`src/hw/rtl/delimited_frame_receiver_assert.svh`:
```
// assertion macros included by the frame receiver top
`ifndef DELIMITED_FRAME_RECEIVER_ASSERT_SVH
`define DELIMITED_FRAME_RECEIVER_ASSERT_SVH

// same-cycle implication, checked out of reset
`define DFR_ASSERT_IMPL(lbl, ante, cons) \
  lbl: assert property (@(posedge clk_i) disable iff (!rst_ni) (ante) |-> (cons)) \
    else $error("frame receiver check failed");

// next-cycle implication, checked out of reset
`define DFR_ASSERT_NEXT(lbl, ante, cons) \
  lbl: assert property (@(posedge clk_i) disable iff (!rst_ni) (ante) |=> (cons)) \
    else $error("frame receiver check failed");

`endif

```
`src/hw/rtl/dfr_pkg.sv`:
```
// types and constants of the delimited frame receiver
package dfr_pkg;

  localparam int unsigned CountBitsDef = 12;
  localparam int unsigned MaxPayloadW  = 12;
  localparam int unsigned ByteCountW   = 12;
  localparam logic [MaxPayloadW-1:0] MaxPayloadRst = '1;

  localparam logic [7:0] ChBang = 8'h21;
  localparam logic [7:0] ChAmp  = 8'h26;
  localparam logic [7:0] ChHash = 8'h23;

  // result queue depth and level width
  localparam int unsigned ResDepth = 8;
  localparam int unsigned ResAddrW = $clog2(ResDepth);
  localparam int unsigned LevelW   = ResAddrW + 1;

  typedef enum logic [1:0] {
    KindData  = 2'd0,
    KindDone  = 2'd1,
    KindOver  = 2'd2,
    KindNoEnd = 2'd3
  } kind_e;

  typedef struct packed {
    kind_e                 kind;
    logic [7:0]            payload;
    logic [ByteCountW-1:0] byte_count;
    logic                  last;
  } res_t;

  // results produced by one item, n of them valid (0 to 2)
  typedef struct packed {
    logic [1:0] n;
    res_t       r0;
    res_t       r1;
  } step_t;

endpackage

```
`src/hw/rtl/dfr_core.sv`:
```
// deframing state machine: one registered byte in, up to two results out
module dfr_core import dfr_pkg::*; #(
  parameter int unsigned COUNT_BITS = CountBitsDef
) (
  input  logic                   clk_i,
  input  logic                   rst_ni,
  input  logic                   valid_i,
  input  logic [7:0]             byte_i,
  input  logic [MaxPayloadW-1:0] max_payload_i,
  output step_t                  step_o
);

  typedef enum logic [1:0] {
    PhHunt  = 2'd0,
    PhStart = 2'd1,
    PhRecv  = 2'd2,
    PhBang  = 2'd3
  } phase_e;

  localparam int unsigned CmpW =
    ((COUNT_BITS > MaxPayloadW) ? COUNT_BITS : MaxPayloadW) + 1;

  phase_e                phase_q, phase_d;
  logic [COUNT_BITS-1:0] count_q, count_d;
  logic [COUNT_BITS-1:0] lim;
  logic [CmpW-1:0]       cap_w, max_w;
  logic [COUNT_BITS:0]   count_inc1;
  logic                  room_one, room_pair;
  logic [ByteCountW-1:0] count_out;

  // limit is max_payload capped at the counter's full scale
  assign cap_w = CmpW'((1 << COUNT_BITS) - 1);
  assign max_w = CmpW'(max_payload_i);
  assign lim   = (max_w < cap_w) ? COUNT_BITS'(max_payload_i) : {COUNT_BITS{1'b1}};

  assign count_inc1 = {1'b0, count_q} + (COUNT_BITS+1)'(1);
  assign room_one   = count_q < lim;
  assign room_pair  = count_inc1 < {1'b0, lim};
  assign count_out  = ByteCountW'(count_q);

  always_comb begin
    phase_d = phase_q;
    count_d = count_q;
    step_o  = '0;
    if (valid_i) begin
      case (phase_q)
        PhHunt: begin
          if (byte_i == ChBang) phase_d = PhStart;
        end
        PhStart: begin
          if (byte_i == ChAmp) begin
            phase_d = PhRecv;
            count_d = '0;
          end else begin
            phase_d = PhHunt;
          end
        end
        PhRecv: begin
          if (byte_i == ChBang) begin
            phase_d = PhBang;
          end else if (room_one) begin
            step_o.n          = 2'd1;
            step_o.r0.kind    = KindData;
            step_o.r0.payload = byte_i;
            step_o.r0.last    = 1'b1;
            count_d           = count_q + COUNT_BITS'(1);
          end else begin
            step_o.n             = 2'd1;
            step_o.r0.kind       = KindOver;
            step_o.r0.byte_count = count_out;
            step_o.r0.last       = 1'b1;
            phase_d              = PhHunt;
            count_d              = '0;
          end
        end
        PhBang: begin
          if (byte_i == ChHash) begin
            step_o.n             = 2'd1;
            step_o.r0.kind       = KindDone;
            step_o.r0.byte_count = count_out;
            step_o.r0.last       = 1'b1;
            phase_d              = PhHunt;
            count_d              = '0;
          end else if (room_pair) begin
            // kept '!' and the byte after it
            step_o.n          = 2'd2;
            step_o.r0.kind    = KindData;
            step_o.r0.payload = ChBang;
            step_o.r1.kind    = KindData;
            step_o.r1.payload = byte_i;
            step_o.r1.last    = 1'b1;
            count_d           = count_q + COUNT_BITS'(2);
            phase_d           = PhRecv;
          end else begin
            step_o.n             = 2'd1;
            step_o.r0.kind       = KindNoEnd;
            step_o.r0.byte_count = count_out;
            step_o.r0.last       = 1'b1;
            phase_d              = PhHunt;
            count_d              = '0;
          end
        end
        default: begin
          phase_d = PhHunt;
        end
      endcase
    end
  end

  always_ff @(posedge clk_i or negedge rst_ni) begin
    if (!rst_ni) begin
      phase_q <= PhHunt;
      count_q <= '0;
    end else begin
      phase_q <= phase_d;
      count_q <= count_d;
    end
  end

endmodule

```
`src/hw/rtl/dfr_res_fifo.sv`:
```
// result queue: takes up to two results a cycle, hands out one
module dfr_res_fifo import dfr_pkg::*; (
  input  logic              clk_i,
  input  logic              rst_ni,
  input  step_t             step_i,
  input  logic              pop_i,
  output res_t              head_o,
  output logic [LevelW-1:0] level_o
);

  res_t                mem_q [ResDepth];
  logic [ResAddrW-1:0] wr_q, rd_q;
  logic [ResAddrW-1:0] wr_next;
  logic [LevelW-1:0]   level_q;
  logic                pop_ok;

  assign wr_next = wr_q + ResAddrW'(1);
  assign pop_ok  = pop_i && (level_q != '0);
  assign head_o  = mem_q[rd_q];
  assign level_o = level_q;

  always_ff @(posedge clk_i) begin
    if (step_i.n != 2'd0) mem_q[wr_q] <= step_i.r0;
    if (step_i.n == 2'd2) mem_q[wr_next] <= step_i.r1;
  end

  always_ff @(posedge clk_i or negedge rst_ni) begin
    if (!rst_ni) begin
      wr_q    <= '0;
      rd_q    <= '0;
      level_q <= '0;
    end else begin
      wr_q    <= wr_q + ResAddrW'(step_i.n);
      if (pop_ok) rd_q <= rd_q + ResAddrW'(1);
      level_q <= level_q + LevelW'(step_i.n) - LevelW'(pop_ok);
    end
  end

endmodule

```
`src/hw/rtl/delimited_frame_receiver.sv`:
```
// Delimited frame receiver: hunts for the start pair '!' '&', passes payload
// bytes until '!' '#', keeps an inner '!' plus the byte after it as two payload
// bytes, and reports completion, overflow past max_payload, or no room for a
// kept pair, each with the frame's byte count. One byte is accepted per clock
// while in_stall_o is low; it is registered, then its results are queued. The
// single result port hands out one result per cycle while out_stall_i is low,
// so an eight-entry result queue absorbs kept '!' pairs (two results); input
// stall rises when the queue cannot hold the worst case of the bytes in flight.
// max_payload is written through the config channel, which is always ready, and
// should only be changed while no frame traffic is in flight.
module delimited_frame_receiver import dfr_pkg::*; #(
  parameter int unsigned COUNT_BITS = CountBitsDef
) (
  input  logic                   clk_i,
  input  logic                   rst_ni,
  input  logic                   cfg_valid_i,
  output logic                   cfg_ready_o,
  input  logic [MaxPayloadW-1:0] cfg_max_payload_i,
  input  logic                   in_valid_i,
  output logic                   in_stall_o,
  input  logic [7:0]             in_byte_i,
  output logic                   out_valid_o,
  input  logic                   out_stall_i,
  output logic [1:0]             kind_o,
  output logic [7:0]             payload_o,
  output logic [ByteCountW-1:0]  byte_count_o,
  output logic                   last_o
);

  `include "delimited_frame_receiver_assert.svh"

  logic [MaxPayloadW-1:0] max_payload_q;
  logic                   in_valid_q;
  logic [7:0]             in_byte_q;
  logic                   in_take;
  step_t                  step;
  res_t                   head;
  logic [LevelW-1:0]      level;
  logic [LevelW:0]        level_ext, pend_room;

  assign cfg_ready_o = 1'b1;

  // reserve two queue slots per byte not yet pushed
  assign level_ext  = (LevelW+1)'(level);
  assign pend_room  = in_valid_q ? (LevelW+1)'(2) : '0;
  assign in_stall_o = (level_ext + pend_room) > (LevelW+1)'(ResDepth - 2);
  assign in_take    = in_valid_i && !in_stall_o;

  always_ff @(posedge clk_i or negedge rst_ni) begin
    if (!rst_ni) begin
      max_payload_q <= MaxPayloadRst;
      in_valid_q    <= 1'b0;
    end else begin
      if (cfg_valid_i && cfg_ready_o) max_payload_q <= cfg_max_payload_i;
      in_valid_q <= in_take;
    end
  end

  always_ff @(posedge clk_i) begin
    if (in_take) in_byte_q <= in_byte_i;
  end

  dfr_core #(
    .COUNT_BITS(COUNT_BITS)
  ) u_core (
    .clk_i        (clk_i),
    .rst_ni       (rst_ni),
    .valid_i      (in_valid_q),
    .byte_i       (in_byte_q),
    .max_payload_i(max_payload_q),
    .step_o       (step)
  );

  dfr_res_fifo u_fifo (
    .clk_i  (clk_i),
    .rst_ni (rst_ni),
    .step_i (step),
    .pop_i  (out_valid_o && !out_stall_i),
    .head_o (head),
    .level_o(level)
  );

  assign out_valid_o  = (level != '0);
  assign kind_o       = head.kind;
  assign payload_o    = head.payload;
  assign byte_count_o = head.byte_count;
  assign last_o       = head.last;

  `DFR_ASSERT_IMPL(a_level_bound, 1'b1, level <= LevelW'(ResDepth))
  `DFR_ASSERT_IMPL(a_report_shape, out_valid_o && (kind_o != KindData),
                   (payload_o == 8'd0) && last_o)
  `DFR_ASSERT_IMPL(a_data_no_count, out_valid_o && (kind_o == KindData),
                   byte_count_o == '0)
  `DFR_ASSERT_NEXT(a_taken_reaches_core, in_take, in_valid_q)

endmodule
```
`config.mk`:
```
export PLATFORM = sky130hd
export DESIGN_NAME = delimited_frame_receiver
export DESIGN_NICKNAME = d
export VERILOG_FILES = /design/src/hw/rtl/dfr_pkg.sv /design/src/hw/rtl/dfr_core.sv /design/src/hw/rtl/dfr_res_fifo.sv /design/src/hw/rtl/delimited_frame_receiver.sv
export VERILOG_INCLUDE_DIRS = /design/src /design/src/hw/rtl
export SDC_FILE = /design/constraint.sdc
export NUM_CORES = 1
export LEC_CHECK = 0
export ABC_AREA = 1
export BUFFER_PORTS_ARGS = -buffer_cell sky130_fd_sc_hd__clkbuf_2
export CAP_MARGIN = 10
export CORE_UTILIZATION = 32
export DETAILED_ROUTE_END_ITERATION = 7
export GPL_TIMING_DRIVEN = 1
export MAX_ROUTING_LAYER = met4
export SLEW_MARGIN = 30
export SYNTH_ARGS = -nofsm -noshare
export SYNTH_HDL_FRONTEND = slang
export SYNTH_SLANG_ARGS = --single-unit
```
`constraint.sdc`:
```
create_clock -name clk_i -period 5.2 [get_ports clk_i]
set_input_delay 0.78 -clock clk_i [delete_from_list [all_inputs] [get_ports clk_i]]
set_output_delay 0.78 -clock clk_i [all_outputs]
set_load 0.005 [all_outputs]
```
-- Word level (Yosys, flattened, before mapping)
Memory sizes are Yosys's and may differ from the RTL's.
Cells that the tools add are included.
Widths: inputs -> output; s select.
- register bits after elaboration: 45
- bits in writable memories: 184
- input bits: 25
- output and inout bits: 26
- logic and storage cells: 82
- memories: 1
- memories (memory ; words ; bits a word ; rd ports ; clocked after memory_dff ; wr ports ; line ; source):
    u_fifo.mem_q ; 8 ; 23 ; 1 ; 0 ; 2 ; dfr_res_fifo.sv:11 ; res_t mem_q [ResDepth];
- add/subtract/negate cells: 9
- magnitude comparators: 4
- eq/ne operators: 11
- multiplexer cells: 38
- reduce and logical (&&, ||, !) cells: 11
- operators by type and width (kind ; number):
    $mux 12 ; 7
    $pmux 25 s2 ; 1
    $pmux 12 s3 ; 1
    $mux 35 ; 1
    $mux 8 ; 4
    $mux 13 ; 2
    $mux 25 ; 1
    $eq 8x6->1 const B ; 3
    $mux 2 ; 8
    $add 12x1->13 const B ; 1
    $lt 13x12->1 ; 1
    $add 12x1->12 const B ; 1
    $add 12x2->12 const B ; 1
    $lt 12x12->1 ; 1
    $lt 12x12->1 const B ; 1
    $mux 10 ; 1
    $mux 1 ; 8
    $mux 4 ; 2
    $pmux 2 s4 ; 1
    $add 3x1->3 const B ; 2
    $eq 2x2->1 const B ; 3
    $mux 6 ; 1
    $add 4x2->5 ; 1
    $gt 5x3->1 const B ; 1
    other kinds (15) ; 19

-- Logic depth before layout (Yosys ltp)
Gate-level depths: netlist of the first run.
- depth in word-level cells: 10
- gate-level depth with buffers: 23
- depth with buffers taken out: 23

-- Cells and area by module
From an unflattened synthesis of the first run, not the netlist that was laid out.
- cells, all modules: 2000
- area, all modules: 15097.0 um^2
- by module, submodules not included (module ; times used ; cells each ; area an instance (um^2) ; sequential area each (um^2)):
    dfr_res_fifo ; 1 ; 1558 ; 11903.9 ; 5775.5
    dfr_core ; 1 ; 389 ; 2328.5 ; 350.3
    delimited_frame_receiver ; 1 ; 53 ; 864.6 ; 580.6

-- Worst setup path before layout of the first run
OpenSTA, ideal clock, no wires.
- path kind: reg-to-reg
- start: reg u_core.count_q[5], in the netlist u_core.count_out[5]
- end: reg u_fifo.level_q[2], in the netlist u_fifo.level_o[2]
- setup time: 0.123 ns
- data arrival time: 3.604 ns
- required time: 5.077 ns
- setup slack: 1.473 ns
- cell stages (with the launch flop): 24
- path buffers: 0
- clock period less this slack: 3.727 ns
- path through: dfrtp_1 nand2_1 nor2_4 nand3_1 nor3_1 nand2_1 nor2_1 nand2_1 xor2_1 inv_1 ha_1 and3_1 nand3_1 nor2_1 nand3_1 nand2_1 inv_2 nand3_1 nand3_1 o21ai_1 ha_1 inv_1 fa_1 xnor2_1
- word-level cells in the longest chain between the ends: 8
- RTL lines (what ; line ; source):
    start: declaration ; dfr_core.sv:24 ; logic [COUNT_BITS-1:0] count_q, count_d;
    start signal: assignment ; dfr_core.sv:116 ; count_q <= count_d;
    $add 12x1->13 ; dfr_core.sv:36 ; assign count_inc1 = {1'b0, count_q} + (COUNT_BITS+1)'(1);
    $lt 13x12->1 ; dfr_core.sv:38 ; assign room_pair = count_inc1 < {1'b0, lim};
    $mux 4 ; dfr_core.sv:84 ; end else if (room_pair) begin
    $mux 4 ; dfr_core.sv:77 ; if (byte_i == ChHash) begin
    $pmux 25 s2 ; dfr_core.sv:46 ; case (phase_q)
    $mux 35 ; dfr_core.sv:45 ; if (valid_i) begin
    $add 4x2->4 ; dfr_res_fifo.sv:35 ; level_q <= level_q + LevelW'(step_i.n) - LevelW'(pop_ok);
    $sub 4x1->4 ; dfr_res_fifo.sv:35 ;
    end signal: assignment ; dfr_res_fifo.sv:35 ;
    end: declaration ; dfr_res_fifo.sv:14 ; logic [LevelW-1:0] level_q;
No other way between the ends.
A chain may end at the register's enable or synchronous reset.

==> metrics.cfg, run 1 <==
[run_status]
status = finished, final reports clean

[clock_network]
cts_tree = built
cts_sinks = 229
postCtsSetupBuffers = 0
numCtsBuffers = 27
clk_pin_slew_ns = 0.07
insertion_delay_ns = 0.55
cts-root-buf = clkbuf_16
cts-resized-gates = 0
clockBufferDepth = 3
cts.htree.levels = 1
cts_hold_buf = 0

[yosys]
syn_avg_cell_area_sq_um = 7.444
netlist.area_leader.share_pct = 19.71
synth.cell_area_sq_um = 12190
yosys.area.top_type = edfxtp_1
synthCells = 1637
synth-edff-count = 80
ys_seq_area_share_pct = 45.84
synth-seq-cells = 229
yosysWarnings = 0
yosys-top-cells-area = edfxtp_1 20%, dfxtp_1 18%, nand2_1 13%, a21oi_1 7.1%, o21ai_0 6.2%
synth_ff_type = dfxtp_1
synth-async-reset-ratio_pct = 16.16
syn_nets = 1692
ys_types = 48

[sta]
rsz0062_at_grt = false
finalSetupTns_ns = 0
tightest_slew_ns = 0.9905
max_freq_mhz = 221.0
setup_viol = 0
fin_crit_sh_pct = 87.01
period_minus_slack_ns = 4.525
maxSlewViolCount = 0
hold_violations = 0
skew_ns = 0.01562
maxSlewHeadroom_pct = 33.97

[drt]
ant_nets = 0
drc_errors = 0
wl_um = 38100
avgRoutedWirePerCell_um = 17.47
vias_per_cell = 5.105
vias = 11134
drt_first_pass_iters = 6
first_iter_violations = 1215

[power]
total_leakage_power_uw = 0.006546
power_density_nw_per_um2 = 417.1
ir_worst_vdd_mv = 0.3371

[placed_design]
place_congestion = 0.9171
dp_cells = 2132
hpwl_um = 25470
place_area_sq_um = 12890
port_buffers = 49

[grt]
antenna_found_initial = 0
grtUsageTotal_pct = 20.07
grt_pass1_wl_um = 58580
grt_max_degree = 95
grt_pass1_vias = 10373
grt_overflow = 0

[flow_run]
max_cap_viol_count = 0

[floorplanning]
die_area_sq_um = 38860
die_h_um = 197.1
ios = 51
core-area_sq_um = 37580
rows = 71
initial_utilization_pct = 32.43
fp.dieW_um = 197.1

[finish]
drive_gt1_share_pct = 12.40
multi_input_area_sq_um = 5637
fin_area_sq_um = 13760
layout_common_cells = 408 x nand2_1, 171 x nor2_1, 171 x a21oi_1, 150 x o21ai_0, 145 x inv_1
stdcell_count = 2181
layout_commonest_cell = nand2_1
diodes = 0
area_delta_synth_final_pct = 12.96
filler_cell_count = 3959
nNetsFinal = 1705
final-seq-area_sq_um = 5587
fin_util_pct = 36.63

[setup_path]
cp.required_ns = 5.40
endpoint_kind = flop
cp_max_fo = 18
criticalPathCategory = flop to flop
worstRegToRegCells = 19
arrival_ns = 4.72
worstSetupStartpointType = flop

[worst_hold_path]
worstHoldPathType = input port to async pin

[registers in the layout, indices dropped and copies added, names as in the netlist]
register and cells:
u_fifo.mem_q 184, max_payload_q 12, u_core.count_out 12, in_byte_q 8, u_fifo.level_o 4, u_fifo.rd_q 3
u_fifo.wr_q 3, u_core.phase_q 2, in_valid_q 1
[cell type report]
cell class	instances	share of cell area, %
repair buffers	73	3.109
well taps	511	4.645
inverters	161	4.390
clock inverters	6	0.3000
multi-input cells	1158	40.95
clock buffers	43	6.018
flip-flops and latches	229	40.59
[worst max-delay path, cell delays in order, from the launching register on]
cell     delay [ns]
dfrtp_1        0.45
ha_1           0.30
nand3_1        0.15
nor3_1         0.42
nand2_1        0.13
nor2_1         0.17
nand2_1        0.08
xor2_1         0.17
inv_1          0.06
ha_1           0.31
and3_1         0.18
nand3_1        0.08
nor2_1         0.05
nand3_1        0.07
nand2_1        0.06
inv_2          0.10
nand3_4        0.24
nor2_8         0.33
nand2_2        0.36
nand2_1        0.45
[per-stage QoR]
step           power (uW)  hold WS, ns  setup WS (ns)
3_3_place_gp         3881       0.4494         0.8692
3_5_place_dp         3914       0.4574         0.7628
6_report             5741       0.2502         0.6755
4_1_cts              5760       0.2635         0.7514
2_1_floorplan        3236       0.4422          1.473
5_1_grt              6054       0.2803         0.2710
[synth_stat cells (all sizes together), types with 14 or more instances]
cell,instances
xor2,14
nand3,48
a21oi,172
o22ai,27
or2,50
nand4,15
nand2,414
nor2,177
dfxtp,112
inv,159
ha,28
clkbuf,63
dfrtp,25
o21ai,159
a31oi,24
buf,26
edfxtp,80
[final timing paths]
kind	start	end	slack, ns
max in group asynchronous	rst_ni	u_fifo.rd_q[0]	4.54
min reg2reg	u_fifo.mem_q[6][21]	u_fifo.mem_q[6][21]	0.46
min in group clk_i	in_byte_i[7]	in_byte_q[7]	0.41
max reg2reg	u_core.count_out[2]	u_fifo.mem_q[4][15]	0.68
max	u_core.count_out[2]	u_fifo.mem_q[4][15]	0.68
min	rst_ni	u_core.count_out[10]	0.25
[power breakdown]
part	internal [uW]	switching, uW
sequential	1970	76.0
combinational	595	1240
clock	1090	765
[cells by family (layout without fill, tap and decap cells)]
| group | count (synthesis) | in the layout | share of synthesized area [%] |
|---|---|---|---|
| and+or+nand+nor | 719 | 719 | 24.91 |
| AOI/OAI and AO/OA | 389 | 389 | 16.64 |
| buffers and inverters | 250 | 283 | 7.989 |
| DFF | 229 | 229 | 45.84 |
| adders and majority gates | 30 | 30 | 3.204 |
| xor gates and xnor gates | 18 | 18 | 1.294 |
| other | 1 | 1 | 0.03077 |
| muxes | 1 | 1 | 0.09241 |
[per-layer routing]
metal | wire [um] | share of wire (%) | up-vias | global-route usage (%)
li1 | - | - | 5394 | -
met3 | 2911 | 7.6 | 103 | 2.185
met1 | 16790 | 44 | 5155 | 26.64
met4 | 1470 | 3.9 | 0 | 7.608
met5 | 0 | 0 | - | -
met2 | 16930 | 44 | 482 | 31.47
(Power assumes the default switching activity.)
==> run 2: changes to the inputs <==
- clock period: 5.2 -> 4.2 ns (I/O delays scaled with it)
==> run 2 against run 1 <==
Effect of this change: combinational power increased by 19%; wire length shrank 0.87%; via count increased by 0.45%; largest power group is now clock.
==> metrics.cfg, run 2 (synthesis results as in run 1) <==
[setup_path]
startpoint = u_core.count_out[2]  ; unchanged
cp.required_ns = 4.38  ; was 5.40 ns
endpoint_kind = flop  ; unchanged
worstSetupStartpointType = flop  ; unchanged
arrival_ns = 4.02  ; was 4.72 ns
worstReg2RegStart = u_core.count_out[2]  ; unchanged
criticalPathCategory = flop to flop  ; unchanged
cp_max_fo = 11  ; was 18

[finish]
multi_input_area_sq_um = 5642  ; was 5637 sq um
largest_reg_flops = 184  ; unchanged
regMostFlops = u_fifo.mem_q  ; unchanged
diodes = 0  ; unchanged
nNetsFinal = 1733  ; was 1705
filler_cell_count = 3868  ; was 3959
layout_common_cells = 407 x nand2_1, 172 x a21oi_1, 171 x nor2_1, 150 x o21ai_0, 148 x inv_1  ; was 408 x nand2_1, 171 x nor2_1, 171 x a21oi_1, 150 x o21ai_0, 145 x inv_1
final-seq-area_sq_um = 5589  ; was 5587 sq um
area_delta_synth_final_pct = 15.89  ; was 12.96%
drive_gt1_share_pct = 13.88  ; was 12.40%
layout_commonest_cell = nand2_1  ; unchanged

[sta]
maxSlewViolCount = 0  ; unchanged
max_freq_mhz = 261.0  ; was 221.0 MHz
tightest_slew_ns = 0.9443  ; was 0.9905 ns
rsz0062_at_grt = false  ; unchanged
maxSlewHeadroom_pct = 36.98  ; was 33.97%
hold_violations = 0  ; unchanged
finalSetupTns_ns = 0  ; unchanged
skew_ns = 0.02870  ; was 0.01562 ns
fin_crit_sh_pct = 91.21  ; was 87.01%
setup_viol = 0  ; unchanged
period_minus_slack_ns = 3.831  ; was 4.525 ns

[floorplanning]
initial_utilization_pct = 32.43  ; unchanged
rows = 71  ; unchanged
ios = 51  ; unchanged
die_h_um = 197.1  ; unchanged
die_area_sq_um = 38860  ; unchanged
fp.dieW_um = 197.1  ; unchanged
core-area_sq_um = 37580  ; unchanged

[power]
p_switching_uw = 2582  ; was 2084 uW
pwr-share-seq_pct = 35.0  ; was 35.7%
internal_power_uw = 4867  ; was 3657 uW
switching_share_pct = 34.66  ; was 36.30%
pwr-share-comb_pct = 29.4  ; was 32.0%
total_leakage_power_uw = 0.006803  ; was 0.006546 uW
power_density_nw_per_um2 = 527.4  ; was 417.1 nW/um^2
p_total_uw = 7449  ; was 5741 uW
clkPwrFrac_pct = 35.5  ; was 32.3%
ir_worst_vdd_mv = 0.5044  ; was 0.3371 mV

[grt]
antenna_found_initial = 0  ; unchanged
grt_pass1_wl_um = 58690  ; was 58580 um
grtUsageTotal_pct = 19.93  ; was 20.07%
grt_pass1_vias = 10533  ; was 10.37k
grt_overflow = 0  ; unchanged
grt_max_degree = 61  ; was 95

[placed_design]
hpwl_um = 25310  ; was 25470 um
port_buffers = 49  ; unchanged
place_congestion = 0.9122  ; was 0.9171

[drt]
ant_nets = 0  ; unchanged
drt_first_pass_iters = 7  ; was 6
vias = 11184  ; was 11.13k
wl_um = 37770  ; was 38100 um
vias_per_cell = 5.058  ; was 5.105
first_iter_violations = 977  ; was 1215
avgRoutedWirePerCell_um = 17.08  ; was 17.47 um
drc_errors = 0  ; unchanged

[worst_hold_path]
worstHoldPathType = input port to async pin  ; unchanged

[clock_network]
clockBufferDepth = 3  ; unchanged
cts_sinks = 229  ; unchanged
cts_tree = built  ; unchanged
insertion_delay_ns = 0.55  ; about the same
cts-root-buf = clkbuf_16  ; unchanged
clk_pin_slew_ns = 0.06  ; was 0.07 ns
cts.htree.levels = 1  ; unchanged
numCtsBuffers = 28  ; was 27

[run_status]
status = finished, final reports clean  ; unchanged

[flow_run]
max_cap_viol_count = 0  ; unchanged

-- run 2: final cells by class --
cell class	count	share of cell area [%]
clock buffer	43	5.945
clock inverter	9	1.258
timing repair buffer	100	4.465
inverter	161	4.279
tap	511	4.527
sequential	229	39.58
multi-input combinational	1158	39.95
-- run 2: per-layer routing --
metal / vias to the layer above / share of wire (%) / track usage, %
li1: 5454 / - / -
met3: 79 / 6.4 / 1.827
met1: 5218 / 44 / 26.22
met5: - / 0 / -
met2: 433 / 46 / 32.12
met4: 0 / 3.2 / 6.833
-- run 2: critical path, stage by stage (launching register included) --
cell	delay, ns
dfrtp_1	0.44
ha_1	0.30
nand3_1	0.17
nor3_2	0.20
nand2_1	0.09
nor2_1	0.15
nand2_1	0.08
xor2_1	0.16
inv_1	0.06
ha_1	0.30
and3_1	0.18
nand3_1	0.08
nor2_1	0.05
nand3_1	0.08
nand2_1	0.07
inv_2	0.11
nand3_4	0.13
nor2_8	0.23
buf_4	0.17
nand2_2	0.07
nand2_1	0.34
-- run 2: power by group through the flow --
stage	clock network [uW]	registers (uW)	logic (uW)
after global routing	2770	2630	2460
after floorplan	0	2540	1460
after detailed placement	0	2650	2200
final	2650	2610	2190
after global placement	0	2640	2170
after CTS	2690	2600	2200
-- run 2: through the flow --
| step | hold slack, ns | utilization, % | worst slack, ns | instance area (sq um) | instances |
|---|---|---|---|---|---|
| detailed placement | 0.4551 | 34.70 | 0.3016 | 13040 | 2152 |
| floorplan | 0.3344 | - | 0.4731 | 12190 | 1637 |
| CTS | 0.1217 | 37.40 | 0.2417 | 14050 | 2204 |
| global route | 0.1509 | 37.58 | 0.04951 | 14120 | 2211 |
| finish | 0.1051 | 37.58 | 0.3692 | 14120 | 2211 |
| global placement | 0.4498 | 34.69 | 0.4175 | 13040 | 2152 |
-- run 2: worst paths after layout --
check                      depth (start not counted)                  end  slack [ns]
setup / recovery                                  20  u_fifo.mem_q[4][15]        0.37
hold reg to reg                                    2  u_fifo.mem_q[5][22]        0.47
min in group clk_i                                 3     max_payload_q[4]        0.27
setup reg to reg                                  20  u_fifo.mem_q[4][15]        0.37
hold / removal                                     1  u_core.count_out[4]        0.11
max in group asynchronous                          1       u_fifo.rd_q[0]        3.64
-- run 2: timing repair --
item | 4_1_cts | 5_1_grt
buffers inserted | 0 | 7
gates resized for setup | 0 | 3
endpoints found under the setup margin | 0 | 179
hold buffers | 0 | 0
